`src/sv/planar_pose_pid_deadband_defines.svh`:
```
// Assertion macros shared by the pose controller RTL.
`ifndef PLANAR_POSE_PID_DEADBAND_DEFINES_SVH
`define PLANAR_POSE_PID_DEADBAND_DEFINES_SVH

// Same-cycle implication.
`define PPD_ASSERT_NOW(label, clk, rst, ante, cons, msg) \
  label: assert property (@(posedge clk) disable iff (rst) (ante) |-> (cons)) else $error(msg);

// Next-cycle implication.
`define PPD_ASSERT_NEXT(label, clk, rst, ante, cons, msg) \
  label: assert property (@(posedge clk) disable iff (rst) (ante) |=> (cons)) else $error(msg);

`endif

```
`src/sv/ppd_pkg.sv`:
```
// Types, constants and helper functions of the pose controller.
package ppd_pkg;

  localparam int DERIV_N = 26;  // bits of |error - previous error|
  localparam int DIV_W   = DERIV_N;  // divider dividend / quotient width
  localparam int CNT_W   = $clog2(DIV_W + 1);
  localparam int XY_DIV  = 15;
  localparam int W_DIV   = 30;
  localparam int HALF_TURN = 1800;
  localparam int FULL_TURN = 3600;

  // Divide by 15 through a reciprocal: exact for magnitudes below 2^19.
  // Anything at or above 15 * 32768 lands past every limit, so it is capped.
  localparam logic [59:0] Q_CAP    = 60'd491520;
  localparam logic [19:0] RECIP15  = 20'd559241;  // ceil(2^23 / 15)
  localparam int          RECIP_SH = 23;
  localparam logic [15:0] Q_SAT    = 16'h8000;

  localparam logic signed [24:0] BIG_ERR_E  = 25'sd100;
  localparam logic signed [24:0] BAND_ERR_E = 25'sd30;
  localparam logic [59:0]        BAND_VEL_M = 60'd10;

  localparam logic signed [47:0] INTEG_MAX = {1'b0, {47{1'b1}}};
  localparam logic signed [47:0] INTEG_MIN = {1'b1, {47{1'b0}}};

  typedef enum logic [2:0] {
    REG_KP_XY     = 3'd0,
    REG_KI_XY     = 3'd1,
    REG_KP_W      = 3'd2,
    REG_TIME_STEP = 3'd3,
    REG_XY_LIMIT  = 3'd4,
    REG_W_LIMIT   = 3'd5
  } reg_idx_t;

  typedef struct packed {
    logic [9:0]  kp_xy;
    logic [9:0]  ki_xy;
    logic [9:0]  kp_w;
    logic [7:0]  time_step;
    logic [14:0] xy_limit;
    logic [14:0] w_limit;
  } cfg_t;

  typedef enum logic [4:0] {
    S_IDLE, S_DSTART, S_DWAIT, S_MULTS, S_ACC, S_MULP, S_ADDD, S_MULI, S_ADDI,
    S_SSTART, S_SWAIT, S_WMUL, S_WSTART, S_WWAIT, S_DONE
  } state_t;

  typedef enum logic [3:0] {
    OP_NONE, OP_LOAD, OP_DSTART, OP_DWAIT, OP_MULTS, OP_ACC, OP_MULP, OP_ADDD,
    OP_MULI, OP_ADDI, OP_SSTART, OP_SWAIT, OP_WMUL, OP_WSTART, OP_WWAIT, OP_COMMIT
  } op_t;

  typedef struct packed {
    op_t  op;
    logic axis;  // 0: x, 1: y
  } cmd_t;

  // Dead band / big-error select, then clamp to +-lim.
  function automatic logic signed [15:0] vel_out(input logic [59:0] q,
                                                 input logic qneg,
                                                 input logic signed [24:0] err,
                                                 input logic [14:0] lim);
    logic [59:0] mag;
    logic        neg;
    logic [14:0] m15;
    if (err > BIG_ERR_E || err < -BIG_ERR_E) begin
      mag = q;
      neg = qneg;
    end else if (err > BAND_ERR_E) begin
      mag = BAND_VEL_M;
      neg = 1'b0;
    end else if (err < -BAND_ERR_E) begin
      mag = BAND_VEL_M;
      neg = 1'b1;
    end else begin
      mag = '0;
      neg = 1'b0;
    end
    if (mag > {45'd0, lim}) m15 = lim;
    else m15 = mag[14:0];
    return neg ? -$signed({1'b0, m15}) : $signed({1'b0, m15});
  endfunction

endpackage

```
`src/sv/ppd_ctrl.sv`:
```
// Controller: sequences the datapath and owns the handshake state.
module ppd_ctrl (
  input  logic          clk,
  input  logic          rst,
  input  logic          in_valid,
  output logic          in_stall,
  output logic          out_valid,
  input  logic          out_stall,
  input  logic          div_done,
  output ppd_pkg::cmd_t cmd
);

  ppd_pkg::state_t state, state_next;
  logic            axis, axis_next;
  logic            out_valid_next;

  always_ff @(posedge clk) begin
    if (rst) begin
      state     <= ppd_pkg::S_IDLE;
      axis      <= 1'b0;
      out_valid <= 1'b0;
    end else begin
      state     <= state_next;
      axis      <= axis_next;
      out_valid <= out_valid_next;
    end
  end

  assign in_stall = (state != ppd_pkg::S_IDLE);

  always_comb begin
    state_next     = state;
    axis_next      = axis;
    out_valid_next = out_valid && out_stall;
    cmd.op         = ppd_pkg::OP_NONE;
    cmd.axis       = axis;
    unique case (state)
      ppd_pkg::S_IDLE: begin
        if (in_valid) begin
          cmd.op     = ppd_pkg::OP_LOAD;
          axis_next  = 1'b0;
          state_next = ppd_pkg::S_DSTART;
        end
      end
      ppd_pkg::S_DSTART: begin
        cmd.op     = ppd_pkg::OP_DSTART;
        state_next = ppd_pkg::S_DWAIT;
      end
      ppd_pkg::S_DWAIT: begin
        cmd.op = ppd_pkg::OP_DWAIT;
        if (div_done) state_next = ppd_pkg::S_MULTS;
      end
      ppd_pkg::S_MULTS: begin
        cmd.op     = ppd_pkg::OP_MULTS;
        state_next = ppd_pkg::S_ACC;
      end
      ppd_pkg::S_ACC: begin
        cmd.op     = ppd_pkg::OP_ACC;
        state_next = ppd_pkg::S_MULP;
      end
      ppd_pkg::S_MULP: begin
        cmd.op     = ppd_pkg::OP_MULP;
        state_next = ppd_pkg::S_ADDD;
      end
      ppd_pkg::S_ADDD: begin
        cmd.op     = ppd_pkg::OP_ADDD;
        state_next = ppd_pkg::S_MULI;
      end
      ppd_pkg::S_MULI: begin
        cmd.op     = ppd_pkg::OP_MULI;
        state_next = ppd_pkg::S_ADDI;
      end
      ppd_pkg::S_ADDI: begin
        cmd.op     = ppd_pkg::OP_ADDI;
        state_next = ppd_pkg::S_SSTART;
      end
      ppd_pkg::S_SSTART: begin
        cmd.op     = ppd_pkg::OP_SSTART;
        state_next = ppd_pkg::S_SWAIT;
      end
      ppd_pkg::S_SWAIT: begin
        cmd.op = ppd_pkg::OP_SWAIT;
        if (!axis) begin
          axis_next  = 1'b1;
          state_next = ppd_pkg::S_DSTART;
        end else begin
          state_next = ppd_pkg::S_WMUL;
        end
      end
      ppd_pkg::S_WMUL: begin
        cmd.op     = ppd_pkg::OP_WMUL;
        state_next = ppd_pkg::S_WSTART;
      end
      ppd_pkg::S_WSTART: begin
        cmd.op     = ppd_pkg::OP_WSTART;
        state_next = ppd_pkg::S_WWAIT;
      end
      ppd_pkg::S_WWAIT: begin
        cmd.op     = ppd_pkg::OP_WWAIT;
        state_next = ppd_pkg::S_DONE;
      end
      ppd_pkg::S_DONE: begin
        // output register free or being emptied this cycle
        if (!out_valid || !out_stall) begin
          cmd.op         = ppd_pkg::OP_COMMIT;
          out_valid_next = 1'b1;
          state_next     = ppd_pkg::S_IDLE;
        end
      end
      default: state_next = ppd_pkg::S_IDLE;
    endcase
  end

endmodule

```
`config.mk`:
```
export PLATFORM = sky130hd
export DESIGN_NAME = ppd_ctrl
export DESIGN_NICKNAME = d
export VERILOG_FILES = /design/src/sv/planar_pose_pid_deadband_defines.svh /design/src/sv/ppd_pkg.sv /design/src/sv/ppd_ctrl.sv
export SDC_FILE = /design/constraint.sdc
export NUM_CORES = 1
export LEC_CHECK = 0
export CAP_MARGIN = 20
export CORE_AREA = 2 2 39 41
export DETAILED_ROUTE_END_ITERATION = 10
export DIE_AREA = 0 0 41 43
export DONT_BUFFER_PORTS = 1
export PLACE_DENSITY = 0.46
export SKIP_CTS_REPAIR_TIMING = 1
export SYNTH_ARGS = -nofsm -noshare
export SYNTH_HDL_FRONTEND = slang
export SYNTH_SLANG_ARGS = --single-unit
```
`constraint.sdc`:
```
create_clock -name clk -period 1.6 [get_ports clk]
set_input_delay 0.08 -clock clk [delete_from_list [all_inputs] [get_ports clk]]
set_output_delay 0.08 -clock clk [all_outputs]
set_load 0.1 [all_outputs]
```
==> flow_summary_export.csv <==
group,metric,value,unit
sta,drv_slew,0,
floorplanning,die_h,43,um
run_status,outcome,"finished, final reports clean",
setup_path,cp_max_fo,12,
sta,fmax,668,MHz
setup_path,critPathRequiredTime,1520,ps
grt,grt_pass1_wl,1.50,mm
setup_path,crit_type,"flip-flop to output pin",
drt,wl_per_cell,11.8,um
layout,nets,67,
min_path,hp-class,"input pin to flip-flop",
layout,area_delta_synth_final,42.6,%
sta,setup-violations-final,0,
min_path,hp-start,"in_valid",
sta,rsz0062_at_grt,"no",
power,cellPowerDensity,1250,nW/um^2
grt,grt_antenna_before_repair,0,
layout,drive_gt1_share,36.1,%
drt,drt-initial-drc-count,2,
setup_path,worstPathArrival,1420,ps
drt,detail-route-antenna-nets,0,
power,report.power.total,0.709,mW
drt,finalWirelength,905,um
floorplanning,chipWidth,41,um
place,io_buffers,0,
floorplanning,dieArea,1760,sq um
sta,slew_headroom,69.8,%
sta,worstMarginPinSlew,449,ps
clock_tree,cts-root-buf,"clkbuf_4",
drt,drc,0,
min_path,hold_depth,2,
yosys,yosys_warnings,0,
setup_path,r2r_slack,340,ps
clock_tree,insertion_delay,240,ps
layout,antennaDiodeCount,0,
sta,fin_skew,0.837,ps
yosys,synth_most_common_cell,"nand2_1",
place,place_area,509,sq um
clock_tree,clockBufferDepth,2,
yosys,syn_avg_cell_area,7.63,sq um
grt,grt_pass1_vias,349,
yosys,yosys.area.top_type_share,30.3,%
yosys,yosys.area.top_type,"dfxtp_1",
yosys,synthCells,52,
yosys,ys_seq_elements,6,
yosys,synth_seq_area_share,30.3,%
setup_path,reg2reg_to,"out_valid",
yosys,synth-async-reset-ratio,0,%
clock_tree,clock_sink_count,6,
grt,grt_remaining_overflow,0,
floorplanning,rows,14,
yosys,synth_area,397,sq um
drt,vias,387,
setup_path,start_kind,"flip-flop",
yosys,synth_cell_types,27,
yosys,synth-edff-count,0,
run,maxCapViolCount,0,
yosys,synth_flop_cell,"dfxtp_1",
floorplanning,ioPinCount,12,
floorplanning,core_area,1380,sq um
drt,firstDrtPassIters,2,
layout,final.fill_count,145,
power,vdd_drop_max,0.000609,V
clock_tree,h-tree-depth,1,
clock_tree,numCtsBuffers,3,
layout,final_cell_area,566,sq um
sta,min_period,1500,ps
place,post-dp-hpwl,669,um
sta,fin_setup_tns,0,ps
min_path,holdPathEnd,"state[0]",
power,leakagePower,0.222,nW
grt,grt_max_degree,13,
yosys,synth_nets,57,
yosys,synth.area.top_cells,"dfxtp_1, a21oi_1, nand2_1",
clock_tree,tritoncts,"built",
setup_path,rr_worst_depth,4,
grt,grt_usage,13.8,%
sta,period_share,93.6,%
clock_tree,cts.reportedPaths.clkPinSlew,50,ps
yosys,yosys-top-cells-count,"nand2_1, a21oi_1, dfxtp_1, buf_4, o21ai_0",
place,gp_congestion,0.729,
setup_path,r2r_start,"state[3]",
drt,vias_per_cell,5.03,
sta,final-hold-violation-count,0,
setup_path,crit_path_end_kind,"output pin",
floorplanning,start_util,28.7,%
-- through the flow --
stage	util, %	instances	setup WS, ps	hold WS [ps]
CTS	38.7	75	-117	-120
global placement	36.8	71	186	144
global route	40.9	77	5.42	141
detailed placement	36.8	71	143	144
floorplan	-	52	12.4	139
finish	40.9	77	103	132
-- registers in the layout, indices dropped and copies added, names as in the netlist --
signal,count
out_valid,1
state,4
axis,1
-- cell families (layout without fill, tap and decap cells) --
kind of cell,count (synthesis),count (layout),share of synthesized area (%)
buffers and inverters,7,16,10.1
flip-flops,6,6,30.3
multiplexers,1,1,2.84
AO/OA/AOI/OAI,16,16,26.2
AND/OR/NAND/NOR,22,22,30.6
-- how the worst max path moves through the flow --
| stage | cells past startpoint | slack, ps | start | end |
|---|---|---|---|---|
| after CTS | 3 | -120 | state[1] | cmd[1] |
| after floorplan | 3 | 10 | out_valid | cmd[1] |
| after detailed placement | 3 | 140 | state[1] | cmd[1] |
| final | 4 | 100 | state[2] | cmd[3] |
| after global placement | 3 | 190 | state[1] | cmd[1] |
| after global routing | 4 | 5 | state[2] | cmd[3] |
-- layer usage --
metal / up-vias / routed length [um] / share of wire (%) / GRT usage [%]
met5: - / 0 / 0 / 0
met4: 0 / 15 / 1.7 / 10.0
met3: 2 / 50 / 5.5 / 9.42
met2: 8 / 412 / 46 / 17.2
met1: 170 / 426 / 47 / 15.8
li1: 207 / - / - / -
-- power breakdown --
part	switching, mW	internal, mW	leakage (nW)
clock	0.0587	0.0947	0.0150
combinational	0.247	0.114	0.156
sequential	0.0323	0.162	0.0508
-- worst max-delay path, stage by stage, from the launching register on --
cell and delay [ps]:
dfxtp_2 370, inv_1 90, mux2_2 350, o21ai_2 60, buf_4 290
-- cells in the final DEF (no fill, tap or decap), drive strengths merged --
master       Yosys  layout
buf              5       8
nand2            7       7
a21oi            6       6
dfxtp            6       6
clkbuf           0       4
o21ai            3       3
nor2             2       2
nand2b           2       2
a21o             2       2
or3              2       2
dlygate4sd3      0       2
inv              2       2
or4              1       1
nand4            1       1
nor4             1       1
a211oi           1       1
and2b            1       1
mux2             1       1
and3             1       1
nor2b            1       1
o31ai            1       1
a2111oi          1       1
o21bai           1       1
nand3b           1       1
a31oi            1       1
or4b             1       1
nor3             1       1
-- cell type report --
class                           instances  area, sq um  area share, %
Sequential cell                         6          128           22.6
Timing Repair Buffer                   10          118           20.8
Multi-Input combinational cell         39          267           47.1
Clock buffer                            4         26.3           4.65
Inverter                                2         7.51           1.33
Tap cell                               16         20.0           3.54
Power figures use the tool's default switching activity.
