File: config.mk
export PLATFORM = sky130hd
export DESIGN_NAME = ppd_dp
export DESIGN_NICKNAME = d
export VERILOG_FILES = /design/src/sv/planar_pose_pid_deadband_defines.svh /design/src/sv/ppd_pkg.sv /design/src/sv/ppd_div.sv /design/src/sv/ppd_dp.sv
export SDC_FILE = /design/constraint.sdc
export NUM_CORES = 2
export LEC_CHECK = 0
export BUFFER_PORTS_ARGS = -buffer_cell sky130_fd_sc_hd__buf_4
export CORE_UTILIZATION = 30
export DETAILED_ROUTE_END_ITERATION = 12
export REMOVE_ABC_BUFFERS = 1
export SLEW_MARGIN = 25
export SYNTH_ARGS = -nofsm -noshare
export SYNTH_HDL_FRONTEND = slang
export SYNTH_SLANG_ARGS = --single-unit
File: constraint.sdc
create_clock -name clk -period 16.9 [get_ports clk]
set_input_delay 4.225 -clock clk [delete_from_list [all_inputs] [get_ports clk]]
set_output_delay 4.225 -clock clk [all_outputs]
set_load 0.03 [all_outputs]
File: src/sv/planar_pose_pid_deadband_defines.svh
// Assertion macros shared by the pose controller RTL.
`ifndef PLANAR_POSE_PID_DEADBAND_DEFINES_SVH
`define PLANAR_POSE_PID_DEADBAND_DEFINES_SVH

// Same-cycle implication.
`define PPD_ASSERT_NOW(label, clk, rst, ante, cons, msg) \
  label: assert property (@(posedge clk) disable iff (rst) (ante) |-> (cons)) else $error(msg);

// Next-cycle implication.
`define PPD_ASSERT_NEXT(label, clk, rst, ante, cons, msg) \
  label: assert property (@(posedge clk) disable iff (rst) (ante) |=> (cons)) else $error(msg);

`endif

File: src/sv/ppd_pkg.sv
// Types, constants and helper functions of the pose controller.
package ppd_pkg;

  localparam int DERIV_N = 26;  // bits of |error - previous error|
  localparam int DIV_W   = DERIV_N;  // divider dividend / quotient width
  localparam int CNT_W   = $clog2(DIV_W + 1);
  localparam int XY_DIV  = 15;
  localparam int W_DIV   = 30;
  localparam int HALF_TURN = 1800;
  localparam int FULL_TURN = 3600;

  // Divide by 15 through a reciprocal: exact for magnitudes below 2^19.
  // Anything at or above 15 * 32768 lands past every limit, so it is capped.
  localparam logic [59:0] Q_CAP    = 60'd491520;
  localparam logic [19:0] RECIP15  = 20'd559241;  // ceil(2^23 / 15)
  localparam int          RECIP_SH = 23;
  localparam logic [15:0] Q_SAT    = 16'h8000;

  localparam logic signed [24:0] BIG_ERR_E  = 25'sd100;
  localparam logic signed [24:0] BAND_ERR_E = 25'sd30;
  localparam logic [59:0]        BAND_VEL_M = 60'd10;

  localparam logic signed [47:0] INTEG_MAX = {1'b0, {47{1'b1}}};
  localparam logic signed [47:0] INTEG_MIN = {1'b1, {47{1'b0}}};

  typedef enum logic [2:0] {
    REG_KP_XY     = 3'd0,
    REG_KI_XY     = 3'd1,
    REG_KP_W      = 3'd2,
    REG_TIME_STEP = 3'd3,
    REG_XY_LIMIT  = 3'd4,
    REG_W_LIMIT   = 3'd5
  } reg_idx_t;

  typedef struct packed {
    logic [9:0]  kp_xy;
    logic [9:0]  ki_xy;
    logic [9:0]  kp_w;
    logic [7:0]  time_step;
    logic [14:0] xy_limit;
    logic [14:0] w_limit;
  } cfg_t;

  typedef enum logic [4:0] {
    S_IDLE, S_DSTART, S_DWAIT, S_MULTS, S_ACC, S_MULP, S_ADDD, S_MULI, S_ADDI,
    S_SSTART, S_SWAIT, S_WMUL, S_WSTART, S_WWAIT, S_DONE
  } state_t;

  typedef enum logic [3:0] {
    OP_NONE, OP_LOAD, OP_DSTART, OP_DWAIT, OP_MULTS, OP_ACC, OP_MULP, OP_ADDD,
    OP_MULI, OP_ADDI, OP_SSTART, OP_SWAIT, OP_WMUL, OP_WSTART, OP_WWAIT, OP_COMMIT
  } op_t;

  typedef struct packed {
    op_t  op;
    logic axis;  // 0: x, 1: y
  } cmd_t;

  // Dead band / big-error select, then clamp to +-lim.
  function automatic logic signed [15:0] vel_out(input logic [59:0] q,
                                                 input logic qneg,
                                                 input logic signed [24:0] err,
                                                 input logic [14:0] lim);
    logic [59:0] mag;
    logic        neg;
    logic [14:0] m15;
    if (err > BIG_ERR_E || err < -BIG_ERR_E) begin
      mag = q;
      neg = qneg;
    end else if (err > BAND_ERR_E) begin
      mag = BAND_VEL_M;
      neg = 1'b0;
    end else if (err < -BAND_ERR_E) begin
      mag = BAND_VEL_M;
      neg = 1'b1;
    end else begin
      mag = '0;
      neg = 1'b0;
    end
    if (mag > {45'd0, lim}) m15 = lim;
    else m15 = mag[14:0];
    return neg ? -$signed({1'b0, m15}) : $signed({1'b0, m15});
  endfunction

endpackage

File: src/sv/ppd_div.sv
// Bit-serial restoring divider, one quotient bit per cycle, 8-bit divisor.
module ppd_div (
  input  logic                          clk,
  input  logic                          rst,
  input  logic                          start,
  input  logic [ppd_pkg::DIV_W-1:0]     dividend,
  input  logic [7:0]                    divisor,
  input  logic [ppd_pkg::CNT_W-1:0]     count,
  output logic                          done,
  output logic [ppd_pkg::DIV_W-1:0]     quotient
);

  logic                          busy;
  logic [ppd_pkg::CNT_W-1:0]     cnt;
  logic [ppd_pkg::DIV_W-1:0]     shreg;
  logic [7:0]                    rem;
  logic [7:0]                    dvs;
  logic [8:0]                    trial;
  logic [8:0]                    diff9;
  logic                          ge;
  logic [7:0]                    rem_next;

  assign trial    = {rem, shreg[ppd_pkg::DIV_W-1]};
  assign diff9    = trial - {1'b0, dvs};
  assign ge       = (trial >= {1'b0, dvs});
  assign rem_next = ge ? diff9[7:0] : trial[7:0];

  always_ff @(posedge clk) begin
    if (rst) begin
      busy <= 1'b0;
      done <= 1'b0;
      cnt  <= '0;
    end else begin
      done <= 1'b0;
      if (start) begin
        busy <= 1'b1;
        cnt  <= count;
      end else if (busy) begin
        cnt <= cnt - 1'b1;
        if (cnt == ppd_pkg::CNT_W'(1)) begin
          busy <= 1'b0;
          done <= 1'b1;
        end
      end
    end
  end

  always_ff @(posedge clk) begin
    if (start) begin
      shreg    <= dividend;
      dvs      <= divisor;
      rem      <= '0;
      quotient <= '0;
    end else if (busy) begin
      shreg    <= {shreg[ppd_pkg::DIV_W-2:0], 1'b0};
      rem      <= rem_next;
      quotient <= {quotient[ppd_pkg::DIV_W-2:0], ge};
    end
  end

endmodule

File: src/sv/ppd_dp.sv
// Datapath: errors, integrals, products, shared divider, result registers.
module ppd_dp (
  input  logic                clk,
  input  logic                rst,
  input  ppd_pkg::cmd_t       cmd,
  input  ppd_pkg::cfg_t       cfg,
  input  logic signed [23:0]  target_x,
  input  logic signed [23:0]  target_y,
  input  logic [11:0]         target_angle,
  input  logic signed [23:0]  pos_x,
  input  logic signed [23:0]  pos_y,
  input  logic [11:0]         pos_angle,
  input  logic                drive_enable,
  output logic                div_done,
  output logic signed [15:0]  vel_x,
  output logic signed [15:0]  vel_y,
  output logic signed [15:0]  vel_w,
  output logic                drive_valid,
  output logic signed [24:0]  err_x,
  output logic signed [24:0]  err_y,
  output logic signed [11:0]  err_w,
  output logic                target_changed,
  output logic [7:0]          change_count
);

  localparam logic signed [13:0] HALF14 = 14'(ppd_pkg::HALF_TURN);
  localparam logic signed [13:0] FULL14 = 14'(ppd_pkg::FULL_TURN);

  // persistent state
  logic signed [24:0] prev_x, prev_y;
  logic signed [47:0] integ_x, integ_y;
  logic [23:0]        last_tx, last_ty;
  logic [11:0]        last_ta;
  logic [7:0]         chg_cnt;

  // per-item work registers
  logic signed [24:0] errx_r, erry_r;
  logic signed [11:0] errw_r;
  logic               en_r, chg_r;
  logic signed [25:0] deriv_r;
  logic               dneg_r, sneg_r;
  logic signed [58:0] mul_r;
  logic signed [47:0] acc_r;
  logic signed [59:0] sum_r;
  logic signed [15:0] vx_r, vy_r, vw_r;
  logic [18:0]        qx_r;
  logic               qbig_r;

  logic [7:0]         ts_eff;
  logic signed [24:0] err_a, prev_a;
  logic signed [47:0] integ_a;
  logic signed [24:0] ex_c, ey_c;
  logic signed [13:0] ew_raw, ew_wrap;
  logic               chg_c;
  logic signed [25:0] diff;
  logic [25:0]        dmag;
  logic [59:0]        smag;
  logic [59:0]        qsrc;
  logic               qbig;
  logic [38:0]        qprod;
  logic [15:0]        qc;
  logic signed [33:0] prod_ts;
  logic signed [48:0] sumi;
  logic signed [47:0] sat;
  logic signed [35:0] prod_p;
  logic signed [29:0] d30, dten;
  logic signed [58:0] prod_i;
  logic signed [22:0] prod_w;
  logic [25:0]        dq;
  logic signed [15:0] v_axis, v_w;

  logic                           div_start;
  logic [ppd_pkg::DIV_W-1:0]      quo;

  assign ts_eff  = (cfg.time_step == 8'd0) ? 8'd1 : cfg.time_step;
  assign err_a   = cmd.axis ? erry_r : errx_r;
  assign prev_a  = cmd.axis ? prev_y : prev_x;
  assign integ_a = cmd.axis ? integ_y : integ_x;

  assign ex_c   = {target_x[23], target_x} - {pos_x[23], pos_x};
  assign ey_c   = {target_y[23], target_y} - {pos_y[23], pos_y};
  assign ew_raw = $signed({2'b00, target_angle}) - $signed({2'b00, pos_angle});
  assign chg_c  = (target_x != last_tx) || (target_y != last_ty) ||
                  (target_angle != last_ta);

  always_comb begin
    if (ew_raw > HALF14) ew_wrap = ew_raw - FULL14;
    else if (ew_raw < -HALF14) ew_wrap = ew_raw + FULL14;
    else ew_wrap = ew_raw;
  end

  assign diff = {err_a[24], err_a} - {prev_a[24], prev_a};
  assign dmag = diff[25] ? (~diff + 26'd1) : diff;
  assign smag = sum_r[59] ? (~sum_r + 60'd1) : sum_r;

  // heading: x / 30 == (x / 2) / 15
  assign qsrc  = (cmd.op == ppd_pkg::OP_WSTART) ? {1'b0, smag[59:1]} : smag;
  assign qbig  = (qsrc >= ppd_pkg::Q_CAP);
  assign qprod = qx_r * ppd_pkg::RECIP15;
  assign qc    = qbig_r ? ppd_pkg::Q_SAT : qprod[ppd_pkg::RECIP_SH +: 16];

  assign prod_ts = err_a * $signed({1'b0, ts_eff});
  assign sumi    = {integ_a[47], integ_a} + mul_r[48:0];
  always_comb begin
    if (sumi[48] != sumi[47]) sat = sumi[48] ? ppd_pkg::INTEG_MIN : ppd_pkg::INTEG_MAX;
    else sat = sumi[47:0];
  end

  assign prod_p = err_a * $signed({1'b0, cfg.kp_xy});
  assign d30    = {{4{deriv_r[25]}}, deriv_r};
  assign dten   = (d30 <<< 3) + (d30 <<< 1);
  assign prod_i = acc_r * $signed({1'b0, cfg.ki_xy});
  assign prod_w = errw_r * $signed({1'b0, cfg.kp_w});
  assign dq     = quo;

  assign v_axis = ppd_pkg::vel_out({44'd0, qc}, sneg_r, err_a, cfg.xy_limit);
  assign v_w    = ppd_pkg::vel_out({44'd0, qc}, sneg_r, {{13{errw_r[11]}}, errw_r},
                                   cfg.w_limit);

  assign div_start = (cmd.op == ppd_pkg::OP_DSTART);

  ppd_div u_div (
    .clk      (clk),
    .rst      (rst),
    .start    (div_start),
    .dividend (dmag),
    .divisor  (ts_eff),
    .count    (ppd_pkg::CNT_W'(ppd_pkg::DERIV_N)),
    .done     (div_done),
    .quotient (quo)
  );

  // model state, cleared by reset
  always_ff @(posedge clk) begin
    if (rst) begin
      prev_x  <= '0;
      prev_y  <= '0;
      integ_x <= '0;
      integ_y <= '0;
      last_tx <= '0;
      last_ty <= '0;
      last_ta <= '0;
      chg_cnt <= '0;
    end else begin
      if (cmd.op == ppd_pkg::OP_LOAD) begin
        last_tx <= target_x;
        last_ty <= target_y;
        last_ta <= target_angle;
        if (chg_c) chg_cnt <= chg_cnt + 8'd1;
      end
      if (cmd.op == ppd_pkg::OP_ACC) begin
        if (cmd.axis) begin
          integ_y <= sat;
          prev_y  <= err_a;
        end else begin
          integ_x <= sat;
          prev_x  <= err_a;
        end
      end
    end
  end

  // work and result registers
  always_ff @(posedge clk) begin
    unique case (cmd.op)
      ppd_pkg::OP_LOAD: begin
        errx_r <= ex_c;
        erry_r <= ey_c;
        errw_r <= ew_wrap[11:0];
        en_r   <= drive_enable;
        chg_r  <= chg_c;
      end
      ppd_pkg::OP_DSTART: dneg_r <= diff[25];
      ppd_pkg::OP_DWAIT: begin
        if (div_done) deriv_r <= dneg_r ? -$signed(dq) : $signed(dq);
      end
      ppd_pkg::OP_MULTS: mul_r <= {{25{prod_ts[33]}}, prod_ts};
      ppd_pkg::OP_ACC:   acc_r <= sat;
      ppd_pkg::OP_MULP:  sum_r <= {{24{prod_p[35]}}, prod_p};
      ppd_pkg::OP_ADDD:  sum_r <= sum_r + {{30{dten[29]}}, dten};
      ppd_pkg::OP_MULI:  mul_r <= prod_i;
      ppd_pkg::OP_ADDI:  sum_r <= sum_r + {mul_r[58], mul_r};
      ppd_pkg::OP_SSTART, ppd_pkg::OP_WSTART: begin
        sneg_r <= sum_r[59];
        qx_r   <= qsrc[18:0];
        qbig_r <= qbig;
      end
      ppd_pkg::OP_SWAIT: begin
        if (cmd.axis) vy_r <= v_axis;
        else vx_r <= v_axis;
      end
      ppd_pkg::OP_WMUL:  sum_r <= {{37{prod_w[22]}}, prod_w};
      ppd_pkg::OP_WWAIT: vw_r <= v_w;
      ppd_pkg::OP_COMMIT: begin
        vel_x          <= vx_r;
        vel_y          <= vy_r;
        vel_w          <= vw_r;
        drive_valid    <= en_r;
        err_x          <= errx_r;
        err_y          <= erry_r;
        err_w          <= errw_r;
        target_changed <= chg_r;
        change_count   <= chg_cnt;
      end
      default: ;
    endcase
  end

endmodule

==> impl_results.md <==
* Die W at approximately 540 µm
* Resized cells post-CTS at 0
* Mean Syn Cell Area at roughly 9 µm²
* F_max at 0.0833 GHz
* Critical Path RT at 17280 ps
* FP Rows at 196
* Warnings from Yosys at 0
* Worst-skew pair later-pin latency at 760 ps
* Final setup fails at 0
* Die area at between 200000 and 300000 µm²
* Async SR Flop Fraction at 0
* R2r startpoint: qx_r[18]$_DFFE_PP_
* Synth Register Bits at 736
* CTS tree: yes
* Via/cell ratio at 5.04
* Finished Layout Cells at around 13000
* Post-synth EDFFs at between 400 and 500
* Fin Hold WS at 416 ps
* Layout overhead on the synthesized area at 10.7%
* Largest net degree at the start of global routing at 77
* First-pass GRT wire length at 397 mm
* Max Root-Sink Buffers at 3
* Antenna violations before repair at 9
* Initial Utilization at 0.302
* Vias in the first global route at ~68000
* R2R Setup Slk at 7480 ps
* I/O pin count at roughly 320
* Setup_tns at 0 ps
* Chip height at 539 µm
* CTS Buf Count at 87
* Worst slew margin at 0.183
* Max Cap Viol at 0
* VDD IR max at approximately 0.18 mV
* RR Endpoint: vx_r[13]$_DFFE_PP_
* I/O Buffers at 316
* Final min period at 12000 ps
* Total wire length at 255 mm
* Antenna Nets Post-Route at 0
* End of the critical path: sum_r[49]$_DFFE_PP_
* Min-Delay Path Class: register to register
* Mapped Cells at ~9500
* Core area at 286000 µm²
* Run status: finished clean
* Worst clock skew at 78.7 ps
* Worst-path maximum fanout at between 60 and 70
* Placed cells at 13259
* Detailed Routing Iterations Pass 1 at 6
* Vias at 67612
* Startpoint Class: primary input
* Synth Cell Area at 86400 µm²
* LEAKAGE at around 42 nW
* Post-synth cell types at around 100
* Nets at between 10000 and 15000
* WP data arrival at 12370 ps
* Sink Count at 736
* Post-CTS Setup Inserts at 0
* # H-tree levels at 3
* PwrDens at 190 nW/µm²
* Top_reg_cell synth: edfxtp_1
* DRT iter0 DRCs at approximately 4900
* Unrepaired setup endpoints after global routing: no
* RePlAce Congestion at roughly 0.93
* WS Path Type: primary input to register
* Hold Fails Final Rpt at 0
* Reg2Reg Depth at 33
* Period utilization at 0.710
* Post-DP HPWL at 200 mm
* Gr ovfl total at 0
* Share of cells above drive strength 1 at 0.0702
* Seq/Total Area, Yosys at 0.226
* Crit. End Element: register
* Clock-pin transition on the worst setup and hold timing paths at 60 ps
* Worst-margin pin slew at 1220 ps
* Slew Limit Fails at 0
* GRT Overall Usage at 0.174
* CP Launch Point: cmd[0]
* CTS root buf: clkbuf_16
* Routed len/inst at 19.0 µm
* Hold Buf Count CTS at 0
* Residual DRC at 0
-- critical path, cell delays in order --
cell       delay (ps)
buf_6             490
a21oi_1           250
inv_1             730
nand2_1           160
fa_1              510
inv_1              50
fa_1              510
inv_1              50
fa_1              470
inv_1              60
fa_1              500
fa_1              490
ha_1              350
o21ai_0           100
nand2b_1           70
o41ai_1            60
o21ai_0           470
a21oi_1           300
o2111ai_1         400
a2111oi_0         180
nor3_1            470
mux2i_1           340
and2_1            730
o221ai_1          260
-- through the flow --
stage	util	instance area (µm²)	power [mW]	setup slack [ps]
CTS	0.335	95600	18.2	5000
finish	0.335	95600	18.2	4900
detailed placement	0.324	92500	16.1	4260
floorplan	-	84800	12.3	6090
global placement	0.324	92500	16.0	4390
global route	0.335	95600	19.9	4300
-- cell usage after synthesis (37+ instances only) --
library cell	number	area, µm²
nand2_1	1071	4020
xnor2_1	392	3430
nand4_1	80	500
o21bai_1	63	473
mux2i_1	86	861
inv_1	1241	4660
buf_1	39	146
a211oi_1	75	563
nor2b_1	68	425
a21o_1	215	1610
nor2_1	500	1880
o21ai_0	379	1900
or3_1	44	275
o31ai_1	37	278
mux2_2	65	732
clkbuf_1	353	1330
ha_1	754	9430
a31oi_1	70	438
nand2b_1	64	400
o21a_1	64	480
xor2_1	162	1420
nand3_1	113	566
and2_1	620	3880
and3_1	56	350
edfxtp_1	481	14400
fa_1	935	18700
dfxtp_1	255	5100
a21oi_1	567	2840
nor3_1	128	641
-- area by class of cell --
| cell class | instances | area, µm² |
|---|---|---|
| inverters | 1242 | 4660 |
| diodes | 3 | 7.51 |
| clock buffers | 119 | 2440 |
| multi-input cells | 7141 | 60800 |
| repair buffers | 379 | 2850 |
| clock inverters | 45 | 611 |
| fillers | 29399 | 190000 |
| well taps | 3762 | 4710 |
| flip-flops and latches | 736 | 19600 |
-- power breakdown --
group          internal (mW)  switching (mW)
Clock                   1.16           0.869
Combinational           5.27            7.97
Sequential              2.53           0.379
Total                   8.96            9.21
-- placed cells by master, fill, tap and decap left out, types with 64 or more instances in the layout --
cell type  netlist  final
a211oi_1        75     74
a21o_1         215    215
a21oi_1        567    566
a31oi_1         70     70
and2_1         620    620
buf_4            1    376
clkbuf_16        0     90
dfxtp_1        255    254
edfxtp_1       481    481
fa_1           935    935
ha_1           754    754
inv_1         1241   1240
mux2_2          65     65
mux2i_1         86     85
nand2_1       1071   1070
nand2b_1        64     64
nand3_1        113    112
nand4_1         80     80
nor2_1         500    492
nor2b_1         68     68
nor3_1         128    122
o21a_1          64     64
o21ai_0        379    378
xnor2_1        392    389
xor2_1         162    162
-- kinds of logic (layout without fill, tap and decap cells) --
| group | Yosys count | in the layout | share of synthesized area |
|---|---|---|---|
| and+or+nand+nor | 2895 | 2895 | 0.163 |
| other | 0 | 3 | 0 |
| adders and majority gates | 1722 | 1722 | 0.330 |
| DFF | 736 | 736 | 0.226 |
| muxes | 151 | 151 | 0.0184 |
| AOI/OAI and AO/OA | 1818 | 1818 | 0.134 |
| xor gates and xnor gates | 555 | 555 | 0.0564 |
| buffers and inverters | 1645 | 1785 | 0.0720 |
-- layer usage --
layer,global-route usage,up-vias,share of wire
li1,-,32019,-
met1,0.240,33241,0.46
met2,0.276,2037,0.44
met3,0.0318,311,0.069
met4,0.0465,4,0.027
met5,0,-,0.00010
-- flip-flops by register name (all words and copies together) (netlist names), 19 cells and up --
| register | flops |
|---|---|
| integ_x | 48 |
| u_div.quotient | 26 |
| errx_r | 25 |
| err_x | 25 |
| deriv_r | 26 |
| sum_r | 60 |
| integ_y | 48 |
| prev_x | 25 |
| erry_r | 25 |
| prev_y | 25 |
| acc_r | 48 |
| mul_r | 59 |
| u_div.shreg | 26 |
| last_tx | 24 |
| err_y | 25 |
| last_ty | 24 |
| qx_r | 19 |
-- how the worst min path moves through the flow --
| stage | from | endpoint | slack [ps] | cells after the start |
|---|---|---|---|---|
| finish | vy_r[3]$_DFFE_PP_ | vel_y[3]$_DFFE_PN_ | 420 | 0 |
| global route | vy_r[1]$_DFFE_PP_ | vel_y[1]$_DFFE_PN_ | 420 | 0 |
| CTS | vx_r[3]$_DFFE_PP_ | vel_x[3]$_DFFE_PN_ | 420 | 0 |
| detailed placement | vy_r[1]$_DFFE_PP_ | vel_y[1]$_DFFE_PN_ | 400 | 0 |
| global placement | vx_r[0]$_DFFE_PP_ | vel_x[0]$_DFFE_PN_ | 400 | 0 |
| floorplan | en_r$_DFFE_PP_ | drive_valid$_DFFE_PN_ | 400 | 0 |
No activity file was read; power rests on OpenSTA's default activity.
